===== src/rtl/dsq_pkg.sv =====
package dsq_pkg;

  localparam int unsigned SEMIS = 12;
  localparam int unsigned STEPS = 7;
  localparam int unsigned N_SNAP = 5;

  // Configuration register indexes (APB word address).
  localparam logic REG_TONIC = 1'b0;
  localparam logic REG_MODE  = 1'b1;

  // Function codes of an input beat.
  typedef enum logic {
    FUNC_SNAP   = 1'b0,
    FUNC_DEGREE = 1'b1
  } func_e;

  localparam logic [3:0] ION_PATTERN [STEPS] = '{
    4'd0, 4'd2, 4'd4, 4'd5, 4'd7, 4'd9, 4'd11
  };

  localparam logic signed [5:0] SNAP_OFFSETS [N_SNAP] = '{
    6'sd0, 6'sd1, -6'sd1, 6'sd2, -6'sd2
  };

  // Payload passed from the snap half to the arithmetic half.
  typedef struct packed {
    logic [7:0]        divd;     // biased diatonic index, divided by seven next
    logic signed [4:0] base;     // octave offset added to the quotient
    logic              inscale;
  } front_t;

  // Tonic codes twelve to fifteen fold back by one octave.
  function automatic logic [3:0] eff_tonic(input logic [3:0] raw);
    eff_tonic = (raw >= 4'd12) ? raw - 4'd12 : raw;
  endfunction

  // Mode code seven behaves as ionian.
  function automatic logic [2:0] eff_mode(input logic [2:0] raw);
    eff_mode = (raw == 3'd7) ? 3'd0 : raw;
  endfunction

  // Semitones of scale index i above the tonic for mode m.
  function automatic logic [3:0] interval_of(input logic [2:0] m, input logic [2:0] i);
    logic [3:0] j;
    logic [4:0] diff;
    j = {1'b0, m} + {1'b0, i};
    if (j >= 4'd7) begin
      j = j - 4'd7;
    end
    diff = {1'b0, ION_PATTERN[j[2:0]]} - {1'b0, ION_PATTERN[m]};
    if (diff[4]) begin
      diff = diff + 5'd12;
    end
    interval_of = diff[3:0];
  endfunction

  // Pitch classes, relative to the tonic, that belong to mode m.
  function automatic logic [SEMIS-1:0] scale_mask(input logic [2:0] m);
    logic [SEMIS-1:0] mask;
    mask = '0;
    for (int i = 0; i < STEPS; i++) begin
      mask[interval_of(m, 3'(i))] = 1'b1;
    end
    scale_mask = mask;
  endfunction

  // Scale index of a relative pitch class that is a member of mode m.
  function automatic logic [2:0] index_of(input logic [2:0] m, input logic [3:0] pc);
    logic [2:0] idx;
    idx = '0;
    for (int i = 0; i < STEPS; i++) begin
      if (interval_of(m, 3'(i)) == pc) begin
        idx = 3'(i);
      end
    end
    index_of = idx;
  endfunction

endpackage


===== src/rtl/dsq_if.sv =====
interface dsq_in_if;
  logic              valid;
  logic              ready;
  logic              func;
  logic [6:0]        pitch;
  logic signed [5:0] steps;
  logic [6:0]        degree;
  logic signed [4:0] octave;

  modport source (output valid, func, pitch, steps, degree, octave, input ready);
  modport sink   (input valid, func, pitch, steps, degree, octave, output ready);
endinterface

interface dsq_out_if;
  logic              valid;
  logic              ready;
  logic signed [8:0] result_pitch;
  logic [2:0]        result_degree;
  logic              input_in_scale;

  modport source (output valid, result_pitch, result_degree, input_in_scale, input ready);
  modport sink   (input valid, result_pitch, result_degree, input_in_scale, output ready);
endinterface


===== src/rtl/dsq_cfg.sv =====
module dsq_cfg (
  input  logic        clk_i,
  input  logic        rst_ni,
  input  logic        psel,
  input  logic        penable,
  input  logic        pwrite,
  input  logic [2:0]  paddr,
  input  logic [31:0] pwdata,
  output logic [31:0] prdata,
  output logic        pready,
  output logic [3:0]  tonic_o,
  output logic [2:0]  mode_o
);
  import dsq_pkg::*;

  logic [3:0] tonic_q, tonic_d;
  logic [2:0] mode_q, mode_d;
  logic       wr_en;

  assign pready = 1'b1;
  assign wr_en  = psel & penable & pwrite;

  always_comb begin
    tonic_d = tonic_q;
    mode_d  = mode_q;
    if (wr_en) begin
      unique case (paddr[2])
        REG_TONIC: tonic_d = pwdata[3:0];
        REG_MODE:  mode_d  = pwdata[2:0];
        default:   tonic_d = tonic_q;
      endcase
    end
  end

  always_comb begin
    unique case (paddr[2])
      REG_TONIC: prdata = {28'd0, tonic_q};
      REG_MODE:  prdata = {29'd0, mode_q};
      default:   prdata = '0;
    endcase
  end

  always_ff @(posedge clk_i or negedge rst_ni) begin
    if (!rst_ni) begin
      tonic_q <= '0;
      mode_q  <= '0;
    end else begin
      tonic_q <= tonic_d;
      mode_q  <= mode_d;
    end
  end

  assign tonic_o = tonic_q;
  assign mode_o  = mode_q;

endmodule


===== src/rtl/dsq_front.sv =====
module dsq_front (
  input  logic               clk_i,
  input  logic               rst_ni,
  input  logic [3:0]         tonic_i,
  input  logic [2:0]         mode_i,
  input  logic               in_valid_i,
  output logic               in_ready_o,
  input  logic               func_i,
  input  logic [6:0]         pitch_i,
  input  logic signed [5:0]  steps_i,
  input  logic [6:0]         degree_i,
  input  logic signed [4:0]  octave_i,
  output logic               out_valid_o,
  input  logic               out_ready_i,
  output dsq_pkg::front_t    out_data_o
);
  import dsq_pkg::*;

  typedef struct packed {
    logic              func;
    logic [3:0]        relpc;   // pitch class above the tonic
    logic signed [4:0] oct;     // octave above the tonic
    logic signed [5:0] steps;
    logic [6:0]        degree;
    logic signed [4:0] octave;
  } stage_a_t;

  logic [3:0]  tonic;
  logic [2:0]  mode;

  // Stage A: split pitch minus tonic into octave and pitch class.
  logic        a_valid_q;
  logic        a_ready;
  stage_a_t    a_q, a_d;
  logic [7:0]  a_rel;
  logic [15:0] a_prod;
  logic [3:0]  a_quot;
  logic [7:0]  a_rem;

  // Stage B: snap, then fold in the scale steps, or pass a degree request on.
  logic             b_valid_q;
  logic             b_ready;
  front_t           b_q, b_d;
  logic [SEMIS-1:0] mask;
  logic             found;
  logic signed [5:0] cand;
  logic signed [4:0] cand_oct;
  logic [3:0]       snap_pc;
  logic signed [4:0] snap_oct;
  logic [2:0]       snap_idx;
  logic signed [8:0] biased;

  assign tonic = eff_tonic(tonic_i);
  assign mode  = eff_mode(mode_i);

  assign b_ready    = ~b_valid_q | out_ready_i;
  assign a_ready    = ~a_valid_q | b_ready;
  assign in_ready_o = a_ready;

  // Offset by one octave so the value stays positive; 171/2048 stands in
  // for 1/12 exactly over the range below 192.
  assign a_rel  = {1'b0, pitch_i} + 8'd12 - {4'd0, tonic};
  assign a_prod = 16'(a_rel) * 16'd171;
  assign a_quot = a_prod[14:11];
  assign a_rem  = a_rel - 8'(a_quot) * 8'd12;

  always_comb begin
    a_d.func   = func_i;
    a_d.relpc  = a_rem[3:0];
    a_d.oct    = $signed({1'b0, a_quot}) - 5'sd1;
    a_d.steps  = steps_i;
    a_d.degree = degree_i;
    a_d.octave = octave_i;
  end

  always_comb begin
    mask     = scale_mask(mode);
    found    = 1'b0;
    snap_pc  = a_q.relpc;
    snap_oct = a_q.oct;
    cand     = '0;
    cand_oct = '0;
    // Offsets are tried in priority order; the first member wins.
    for (int k = 0; k < N_SNAP; k++) begin
      cand     = $signed({2'b00, a_q.relpc}) + SNAP_OFFSETS[k];
      cand_oct = a_q.oct;
      if (cand < 6'sd0) begin
        cand     = cand + 6'sd12;
        cand_oct = cand_oct - 5'sd1;
      end else if (cand >= 6'sd12) begin
        cand     = cand - 6'sd12;
        cand_oct = cand_oct + 5'sd1;
      end
      if (!found && mask[cand[3:0]]) begin
        found    = 1'b1;
        snap_pc  = cand[3:0];
        snap_oct = cand_oct;
      end
    end
    snap_idx = index_of(mode, snap_pc);
    // Diatonic index plus seven octaves of bias, always positive.
    biased = ($signed({{4{snap_oct[4]}}, snap_oct}) * 9'sd7)
           + $signed({6'd0, snap_idx})
           + $signed({{3{a_q.steps[5]}}, a_q.steps})
           + 9'sd49;

    if (a_q.func == FUNC_DEGREE) begin
      b_d.divd    = {1'b0, a_q.degree} + 8'd6;
      b_d.base    = a_q.octave;
      b_d.inscale = 1'b0;
    end else begin
      b_d.divd    = biased[7:0];
      b_d.base    = -5'sd7;
      b_d.inscale = mask[a_q.relpc];
    end
  end

  always_ff @(posedge clk_i or negedge rst_ni) begin
    if (!rst_ni) begin
      a_valid_q <= 1'b0;
      b_valid_q <= 1'b0;
    end else begin
      if (a_ready) begin
        a_valid_q <= in_valid_i;
      end
      if (b_ready) begin
        b_valid_q <= a_valid_q;
      end
    end
  end

  always_ff @(posedge clk_i) begin
    if (a_ready && in_valid_i) begin
      a_q <= a_d;
    end
    if (b_ready && a_valid_q) begin
      b_q <= b_d;
    end
  end

  assign out_valid_o = b_valid_q;
  assign out_data_o  = b_q;

endmodule


===== src/rtl/dsq_back.sv =====
module dsq_back (
  input  logic               clk_i,
  input  logic               rst_ni,
  input  logic [3:0]         tonic_i,
  input  logic [2:0]         mode_i,
  input  logic               in_valid_i,
  output logic               in_ready_o,
  input  dsq_pkg::front_t    in_data_i,
  output logic               out_valid_o,
  input  logic               out_ready_i,
  output logic signed [8:0]  result_pitch_o,
  output logic [2:0]         result_degree_o,
  output logic               input_in_scale_o
);
  import dsq_pkg::*;

  typedef struct packed {
    logic signed [4:0] base;
    logic [4:0]        quot;
    logic [2:0]        rem;
    logic              inscale;
  } stage_c_t;

  typedef struct packed {
    logic signed [8:0] pitch;
    logic [2:0]        degree;
    logic              inscale;
  } stage_d_t;

  logic [3:0]  tonic;
  logic [2:0]  mode;

  logic        c_valid_q;
  logic        c_ready;
  stage_c_t    c_q, c_d;
  logic [15:0] c_prod;
  logic [7:0]  c_rem;

  logic              d_valid_q;
  logic              d_ready;
  stage_d_t          d_q, d_d;
  logic signed [6:0] d_oct;
  logic signed [10:0] d_pitch;

  assign tonic = eff_tonic(tonic_i);
  assign mode  = eff_mode(mode_i);

  assign d_ready    = ~d_valid_q | out_ready_i;
  assign c_ready    = ~c_valid_q | d_ready;
  assign in_ready_o = c_ready;

  // Division by seven: 147/1024 is exact for dividends below 204.
  assign c_prod = 16'(in_data_i.divd) * 16'd147;
  assign c_rem  = in_data_i.divd - 8'(c_prod[14:10]) * 8'd7;

  always_comb begin
    c_d.base    = in_data_i.base;
    c_d.quot    = c_prod[14:10];
    c_d.rem     = c_rem[2:0];
    c_d.inscale = in_data_i.inscale;
  end

  always_comb begin
    d_oct   = $signed({{2{c_q.base[4]}}, c_q.base}) + $signed({2'b00, c_q.quot});
    d_pitch = ($signed({{4{d_oct[6]}}, d_oct}) * 11'sd12)
            + $signed({7'd0, tonic})
            + $signed({7'd0, interval_of(mode, c_q.rem)});
    d_d.pitch   = d_pitch[8:0];
    d_d.degree  = c_q.rem + 3'd1;
    d_d.inscale = c_q.inscale;
  end

  always_ff @(posedge clk_i or negedge rst_ni) begin
    if (!rst_ni) begin
      c_valid_q <= 1'b0;
      d_valid_q <= 1'b0;
    end else begin
      if (c_ready) begin
        c_valid_q <= in_valid_i;
      end
      if (d_ready) begin
        d_valid_q <= c_valid_q;
      end
    end
  end

  always_ff @(posedge clk_i) begin
    if (c_ready && in_valid_i) begin
      c_q <= c_d;
    end
    if (d_ready && c_valid_q) begin
      d_q <= d_d;
    end
  end

  assign out_valid_o      = d_valid_q;
  assign result_pitch_o   = d_q.pitch;
  assign result_degree_o  = d_q.degree;
  assign input_in_scale_o = d_q.inscale;

  // The biased dividend never leaves the range where the reciprocal is exact.
  a_divd_range: assert property (@(posedge clk_i) disable iff (!rst_ni)
    in_valid_i |-> (in_data_i.divd >= 8'd3) && (in_data_i.divd <= 8'd163))
    else $error("dividend outside the exact reciprocal range");

  a_rem_range: assert property (@(posedge clk_i) disable iff (!rst_ni)
    c_valid_q |-> c_q.rem != 3'd7)
    else $error("remainder by seven out of range");

  a_quot_range: assert property (@(posedge clk_i) disable iff (!rst_ni)
    c_valid_q |-> c_q.quot <= 5'd23)
    else $error("quotient by seven out of range");

  a_stall_hold: assert property (@(posedge clk_i) disable iff (!rst_ni)
    (c_valid_q && !d_ready) |=> c_valid_q && $stable(c_q))
    else $error("stage C lost or changed its beat under a stall");

endmodule


===== src/rtl/diatonic_scale_quantizer_unit.sv =====
// Path: a beat accepted into stage A moves on through stages B and C into stage D, the
// output register. Throughput: one beat per cycle while the output accepts results;
// each of the four register stages has a valid bit and stalls only while it holds a
// beat that the next stage cannot take.
// Reset (rst_ni low, asynchronous): all valid bits clear, so the pipeline is empty,
// and the tonic and mode registers return to C ionian.
module diatonic_scale_quantizer_unit (
  input  logic        clk_i,
  input  logic        rst_ni,
  dsq_in_if.sink      in_i,
  dsq_out_if.source   out_o,
  input  logic        psel,
  input  logic        penable,
  input  logic        pwrite,
  input  logic [2:0]  paddr,
  input  logic [31:0] pwdata,
  output logic [31:0] prdata,
  output logic        pready
);
  import dsq_pkg::*;

  // Raw register contents; the stages fold out-of-range codes themselves.
  logic [3:0] tonic;
  logic [2:0] mode;

  // Beat between the snap half and the arithmetic half of the pipeline.
  logic       mid_valid;
  logic       mid_ready;
  front_t     mid_data;

  // The user must write the configuration registers over APB only while the pipeline is empty;
  // the block does not enforce it. Every stage then reads them directly, without a copy per beat.
  dsq_cfg u_cfg (
    .clk_i   (clk_i),
    .rst_ni  (rst_ni),
    .psel    (psel),
    .penable (penable),
    .pwrite  (pwrite),
    .paddr   (paddr),
    .pwdata  (pwdata),
    .prdata  (prdata),
    .pready  (pready),
    .tonic_o (tonic),
    .mode_o  (mode)
  );

  // Stages A and B: the pitch is split into octave and pitch class above the
  // tonic, snapped onto the scale and turned into a biased diatonic index.
  // Degree requests are routed through the same beat format, so that both
  // functions share the division and the pitch build that follow.
  dsq_front u_front (
    .clk_i       (clk_i),
    .rst_ni      (rst_ni),
    .tonic_i     (tonic),
    .mode_i      (mode),
    .in_valid_i  (in_i.valid),
    .in_ready_o  (in_i.ready),
    .func_i      (in_i.func),
    .pitch_i     (in_i.pitch),
    .steps_i     (in_i.steps),
    .degree_i    (in_i.degree),
    .octave_i    (in_i.octave),
    .out_valid_o (mid_valid),
    .out_ready_i (mid_ready),
    .out_data_o  (mid_data)
  );

  // Stages C and D: division by seven into octave and scale index, then the
  // final pitch from octave, tonic and the mode's interval. Stage D is the
  // output register.
  dsq_back u_back (
    .clk_i            (clk_i),
    .rst_ni           (rst_ni),
    .tonic_i          (tonic),
    .mode_i           (mode),
    .in_valid_i       (mid_valid),
    .in_ready_o       (mid_ready),
    .in_data_i        (mid_data),
    .out_valid_o      (out_o.valid),
    .out_ready_i      (out_o.ready),
    .result_pitch_o   (out_o.result_pitch),
    .result_degree_o  (out_o.result_degree),
    .input_in_scale_o (out_o.input_in_scale)
  );

endmodule


===== src/flat_wrapper.sv =====
// flat-port wrapper written by rule: the top's interface ports become plain ports
module diatonic_scale_quantizer_unit_flat import dsq_pkg::*;
  (clk_i, rst_ni, psel, penable, pwrite, paddr, pwdata, prdata, pready, in_i_valid, in_i_func, in_i_pitch, in_i_steps, in_i_degree, in_i_octave, in_i_ready, out_o_valid, out_o_result_pitch, out_o_result_degree, out_o_input_in_scale, out_o_ready);
  dsq_in_if in_i_i ();
  dsq_out_if out_o_i ();
  input  logic clk_i;
  input  logic rst_ni;
  input  logic psel;
  input  logic penable;
  input  logic pwrite;
  input  logic [2:0] paddr;
  input  logic [31:0] pwdata;
  output logic [31:0] prdata;
  output logic pready;
  input wire logic [$bits(in_i_i.valid)-1:0] in_i_valid;
  input wire logic [$bits(in_i_i.func)-1:0] in_i_func;
  input wire logic [$bits(in_i_i.pitch)-1:0] in_i_pitch;
  input wire logic [$bits(in_i_i.steps)-1:0] in_i_steps;
  input wire logic [$bits(in_i_i.degree)-1:0] in_i_degree;
  input wire logic [$bits(in_i_i.octave)-1:0] in_i_octave;
  output wire logic [$bits(in_i_i.ready)-1:0] in_i_ready;
  output wire logic [$bits(out_o_i.valid)-1:0] out_o_valid;
  output wire logic [$bits(out_o_i.result_pitch)-1:0] out_o_result_pitch;
  output wire logic [$bits(out_o_i.result_degree)-1:0] out_o_result_degree;
  output wire logic [$bits(out_o_i.input_in_scale)-1:0] out_o_input_in_scale;
  input wire logic [$bits(out_o_i.ready)-1:0] out_o_ready;
  assign in_i_i.valid = in_i_valid;
  assign in_i_i.func = in_i_func;
  assign in_i_i.pitch = in_i_pitch;
  assign in_i_i.steps = in_i_steps;
  assign in_i_i.degree = in_i_degree;
  assign in_i_i.octave = in_i_octave;
  assign in_i_ready = in_i_i.ready;
  assign out_o_valid = out_o_i.valid;
  assign out_o_result_pitch = out_o_i.result_pitch;
  assign out_o_result_degree = out_o_i.result_degree;
  assign out_o_input_in_scale = out_o_i.input_in_scale;
  assign out_o_i.ready = out_o_ready;
  diatonic_scale_quantizer_unit u_core (.clk_i(clk_i), .rst_ni(rst_ni), .in_i(in_i_i), .out_o(out_o_i), .psel(psel), .penable(penable), .pwrite(pwrite), .paddr(paddr), .pwdata(pwdata), .prdata(prdata), .pready(pready));
endmodule

===== config.mk =====
export PLATFORM = sky130hd
export DESIGN_NAME = diatonic_scale_quantizer_unit_flat
export DESIGN_NICKNAME = d
export VERILOG_FILES = /design/src/rtl/dsq_pkg.sv /design/src/rtl/dsq_if.sv /design/src/rtl/dsq_cfg.sv /design/src/rtl/dsq_front.sv /design/src/rtl/dsq_back.sv /design/src/rtl/diatonic_scale_quantizer_unit.sv /design/src/flat_wrapper.sv
export SDC_FILE = /design/constraint.sdc
export NUM_CORES = 1
export LEC_CHECK = 0
export BUFFER_PORTS_ARGS = -buffer_cell sky130_fd_sc_hd__buf_2
export CAP_MARGIN = 20
export CORE_ASPECT_RATIO = 0.8
export CORE_MARGIN = 3
export CORE_UTILIZATION = 60
export DETAILED_ROUTE_END_ITERATION = 12
export GPL_TIMING_DRIVEN = 0
export PLACE_DENSITY_LB_ADDON = 0.05
export SLEW_MARGIN = 20
export SYNTH_ARGS = -nofsm -noshare
export SYNTH_HDL_FRONTEND = slang
export SYNTH_HIERARCHICAL = 1
export SYNTH_SLANG_ARGS = --single-unit

===== constraint.sdc =====
create_clock -name clk_i -period 10.8 [get_ports clk_i]
set_clock_uncertainty 0.15 [all_clocks]
set_input_delay 1.08 -clock clk_i [delete_from_list [all_inputs] [get_ports clk_i]]
set_output_delay 1.08 -clock clk_i [all_outputs]
set_load 0.01 [all_outputs]

==> flow_summary.json <==
{
  "n_fill_cell": 1624,
  "root_buffer": "clkbuf_16",
  "layout_commonest_cell": "ha_1",
  "drt_first_pass_iters": 6,
  "max_freq_mhz": 97.29,
  "worstSetupEndpointType": "register",
  "timing_worst_setup_path_type": "register to register",
  "coreArea_um2": 19970,
  "initialDrtViolationCount": 926,
  "diodes": 0,
  "seq_area_frac_synth": 0.1911,
  "synthDistinctLibCells": 110,
  "antenna_found_initial": 1,
  "cp_data_arrival_time_ns": 10.20,
  "r2r-start": "u_core/u_cfg/mode_o[0]",
  "avgSynthCellArea_um2": 8.886,
  "maxCapViolations": 0,
  "cts_tree": "built",
  "synthesis.area_um2": 12280,
  "reg2reg_depth": 42,
  "crit_path_start_kind": "register",
  "die_y_um": 134.0,
  "viasPerCell": 5.854,
  "worstHoldPathType": "register to register",
  "finalCriticalPeriod_ns": 10.28,
  "grt.total_usage": 0.2527,
  "multi_input_comb_area_um2": 9124,
  "yosysTopAreaCell": "ha_1",
  "synth_top_area_share": 0.1814,
  "reg2reg_slack_ns": 0.52,
  "worstHoldPathCells": 0,
  "drv_slew": 0,
  "mostFrequentLayoutCells": "177 x ha_1, 152 x inv_1, 98 x nand2_1, 79 x nor2_1, 73 x xnor2_1",
  "die_area_um2": 22230,
  "wl_per_cell_um": 16.34,
  "cp_top_family": "compound AO/OA/AOI/OAI gates",
  "hold_start": "u_core/u_front/out_data_o[1]",
  "cp.required_ns": 10.72,
  "dp_cells": 1729,
  "dpl_cell_area_um2": 12990,
  "area_growth_syn_to_layout_pct": 10.35,
  "ios": 116,
  "seq_area_um2": 2352,
  "hold_end": "u_core/u_back/c_q[9]",
  "initial_core_util": 0.6149,
  "cts_buffers": 9,
  "path_common_cell": "ha_1",
  "clk_pin_slew_worst_paths_ns": 0.07,
  "nets": 1774,
  "stdcell_count": 1758,
  "fin_setup_tns_ns": 0,
  "ys_ff_latch": 80,
  "status": "complete, no violations",
  "die_w_um": 166.0,
  "worst_pin_slew_ns": 1.003,
  "overflow": 0,
  "drc": 0,
  "syn_inst": 1382,
  "final_util": 0.6785,
  "vias": 10290,
  "final_area_um2": 13550,
  "yosys-top-cells-area": "ha_1 18%, edfxtp_1 17%, fa_1 6.4%, xnor2_1 5.3%, inv_1 4.6%",
  "setup_viol": 0,
  "place_congestion": 0.9515,
  "rows": 46,
  "ant_nets": 0,
  "hpwl_mm": 23.31,
  "cts_buffer_depth": 2,
  "hold_violations": 0,
  "crit_path_max_fanout": 10,
  "grt_pass1_wl_mm": 47.00,
  "first_global_vias": 9461,
  "synth_ff_type": "edfxtp_1",
  "relSlewSlack": 0.3255,
  "period_share": 0.9518,
  "insertion_delay_ns": 0.34,
  "synth_edf_count": 69,
  "critPathBufInv": 9,
  "grt_max_degree": 29,
  "clkSinkCount": 80,
  "reg2reg_to": "u_core/u_front/out_data_o[13]",
  "cts_max_level": 3,
  "drt-total-wl_mm": 28.72,
  "drive_gt1_frac": 0.1499,
  "yosys_warnings": 6,
  "slowest_delay_ns": 0.61,
  "io_buffers": 56,
  "critPathSlowestCell": "fa_1",
  "synth-async-reset-ratio": 0.1375
}
## flip-flops by register name, indices dropped and copies added, names as in the netlist
signal	count
u_core/u_front/a_valid_q	1
u_core/u_back/result_pitch_o	9
u_core/u_back/input_in_scale_o	1
u_core/u_back/out_valid_o	1
u_core/u_back/c_valid_q	1
u_core/u_cfg/mode_o	3
u_core/u_front/out_valid_o	1
u_core/u_cfg/tonic_o	4
u_core/u_front/a_q	28
u_core/u_back/result_degree_o	3
u_core/u_front/out_data_o	14
u_core/u_back/c_q	14
## metal layers
metal | vias to the layer above | wire length (um) | GRT usage
met1 | 4821 | 14030 | 0.3780
met2 | 331 | 12510 | 0.3953
met3 | 20 | 1970 | 0.04007
met5 | - | 7 | 0
li1 | 5118 | - | -
met4 | 2 | 212 | 0.03926
## logic make-up after synthesis
logic type / Yosys count / synth area share
multiplexers: 30 / 0.02618
XOR/XNOR: 107 / 0.08141
AND/OR/NAND/NOR: 384 / 0.1678
adder cells (fa/ha/maj): 218 / 0.2457
AO/OA/AOI/OAI: 332 / 0.2054
other: 2 / 0.0006115
buffers and inverters: 229 / 0.08171
flip-flops: 80 / 0.1911
## worst reg2reg max path: cells and delay by family (launching register included)
family	cells	cell delay, ns
AO/OA/AOI/OAI	17	3.47
XOR/XNOR	3	0.75
adder cells (fa/ha/maj)	8	2.73
buffers and inverters	9	1.17
flip-flops	1	0.52
multiplexers	1	0.27
AND/OR/NAND/NOR	4	0.96
## worst max-delay path by stage
stage / end / from / slack (ns) / cells after the start
after global routing: u_core/u_front/out_data_o[13] / u_core/u_cfg/mode_o[0] / -0.04 / 43
final: u_core/u_front/out_data_o[13] / u_core/u_cfg/mode_o[0] / 0.52 / 42
after floorplan: u_core/u_front/out_data_o[13] / u_core/u_cfg/mode_o[0] / 1.12 / 43
after CTS: u_core/u_front/out_data_o[13] / u_core/u_cfg/mode_o[0] / 0.04 / 43
after global placement: u_core/u_front/out_data_o[13] / u_core/u_cfg/mode_o[0] / -0.31 / 43
after detailed placement: u_core/u_front/out_data_o[13] / u_core/u_cfg/mode_o[0] / -0.54 / 43
## what timing repair did
action,CTS,global route
hold buffers,0,0
buffers inserted,0,13
gates cloned,0,0
endpoints found under the setup margin,4,5
gates resized for setup,9,13
pin swaps,2,9
## through the flow
stage               worst slack [ns]  hold WS, ns
floorplan                      1.119       0.2503
detailed placement           -0.5422       0.2545
CTS                          0.04444       0.2628
global placement             -0.3055       0.2525
finish                        0.5210       0.2617
global route                -0.04189       0.2688
## synthesized netlist by cell type (10+ instances only)
cell,n
xnor2_1,74
mux2_2,17
inv_1,152
o21bai_1,13
nor4_1,11
nor3_1,28
dfrtp_1,11
nand3b_1,14
fa_1,39
edfxtp_1,69
nand2_1,99
a31oi_1,14
o21ai_0,50
buf_2,10
mux2i_1,13
nor2b_1,16
a21oi_1,64
o211ai_1,20
nand2b_1,25
xor2_1,28
clkbuf_1,24
nand3_1,23
buf_4,33
nor2_1,80
a211oi_1,13
a21o_1,30
ha_1,178
and2_1,25
## final cells by class
type / instances / area share
plain buffers: 71 / 0.03028
multi-input cells: 1100 / 0.6733
inverters: 158 / 0.04376
clock inverters: 7 / 0.007479
well taps: 264 / 0.02437
flip-flops and latches: 80 / 0.1736
clock buffers: 9 / 0.01662
repair buffers: 69 / 0.03065
Power is not shown: default switching activity piles up to over one toggle a cycle in this logic, so the estimate is an artifact.
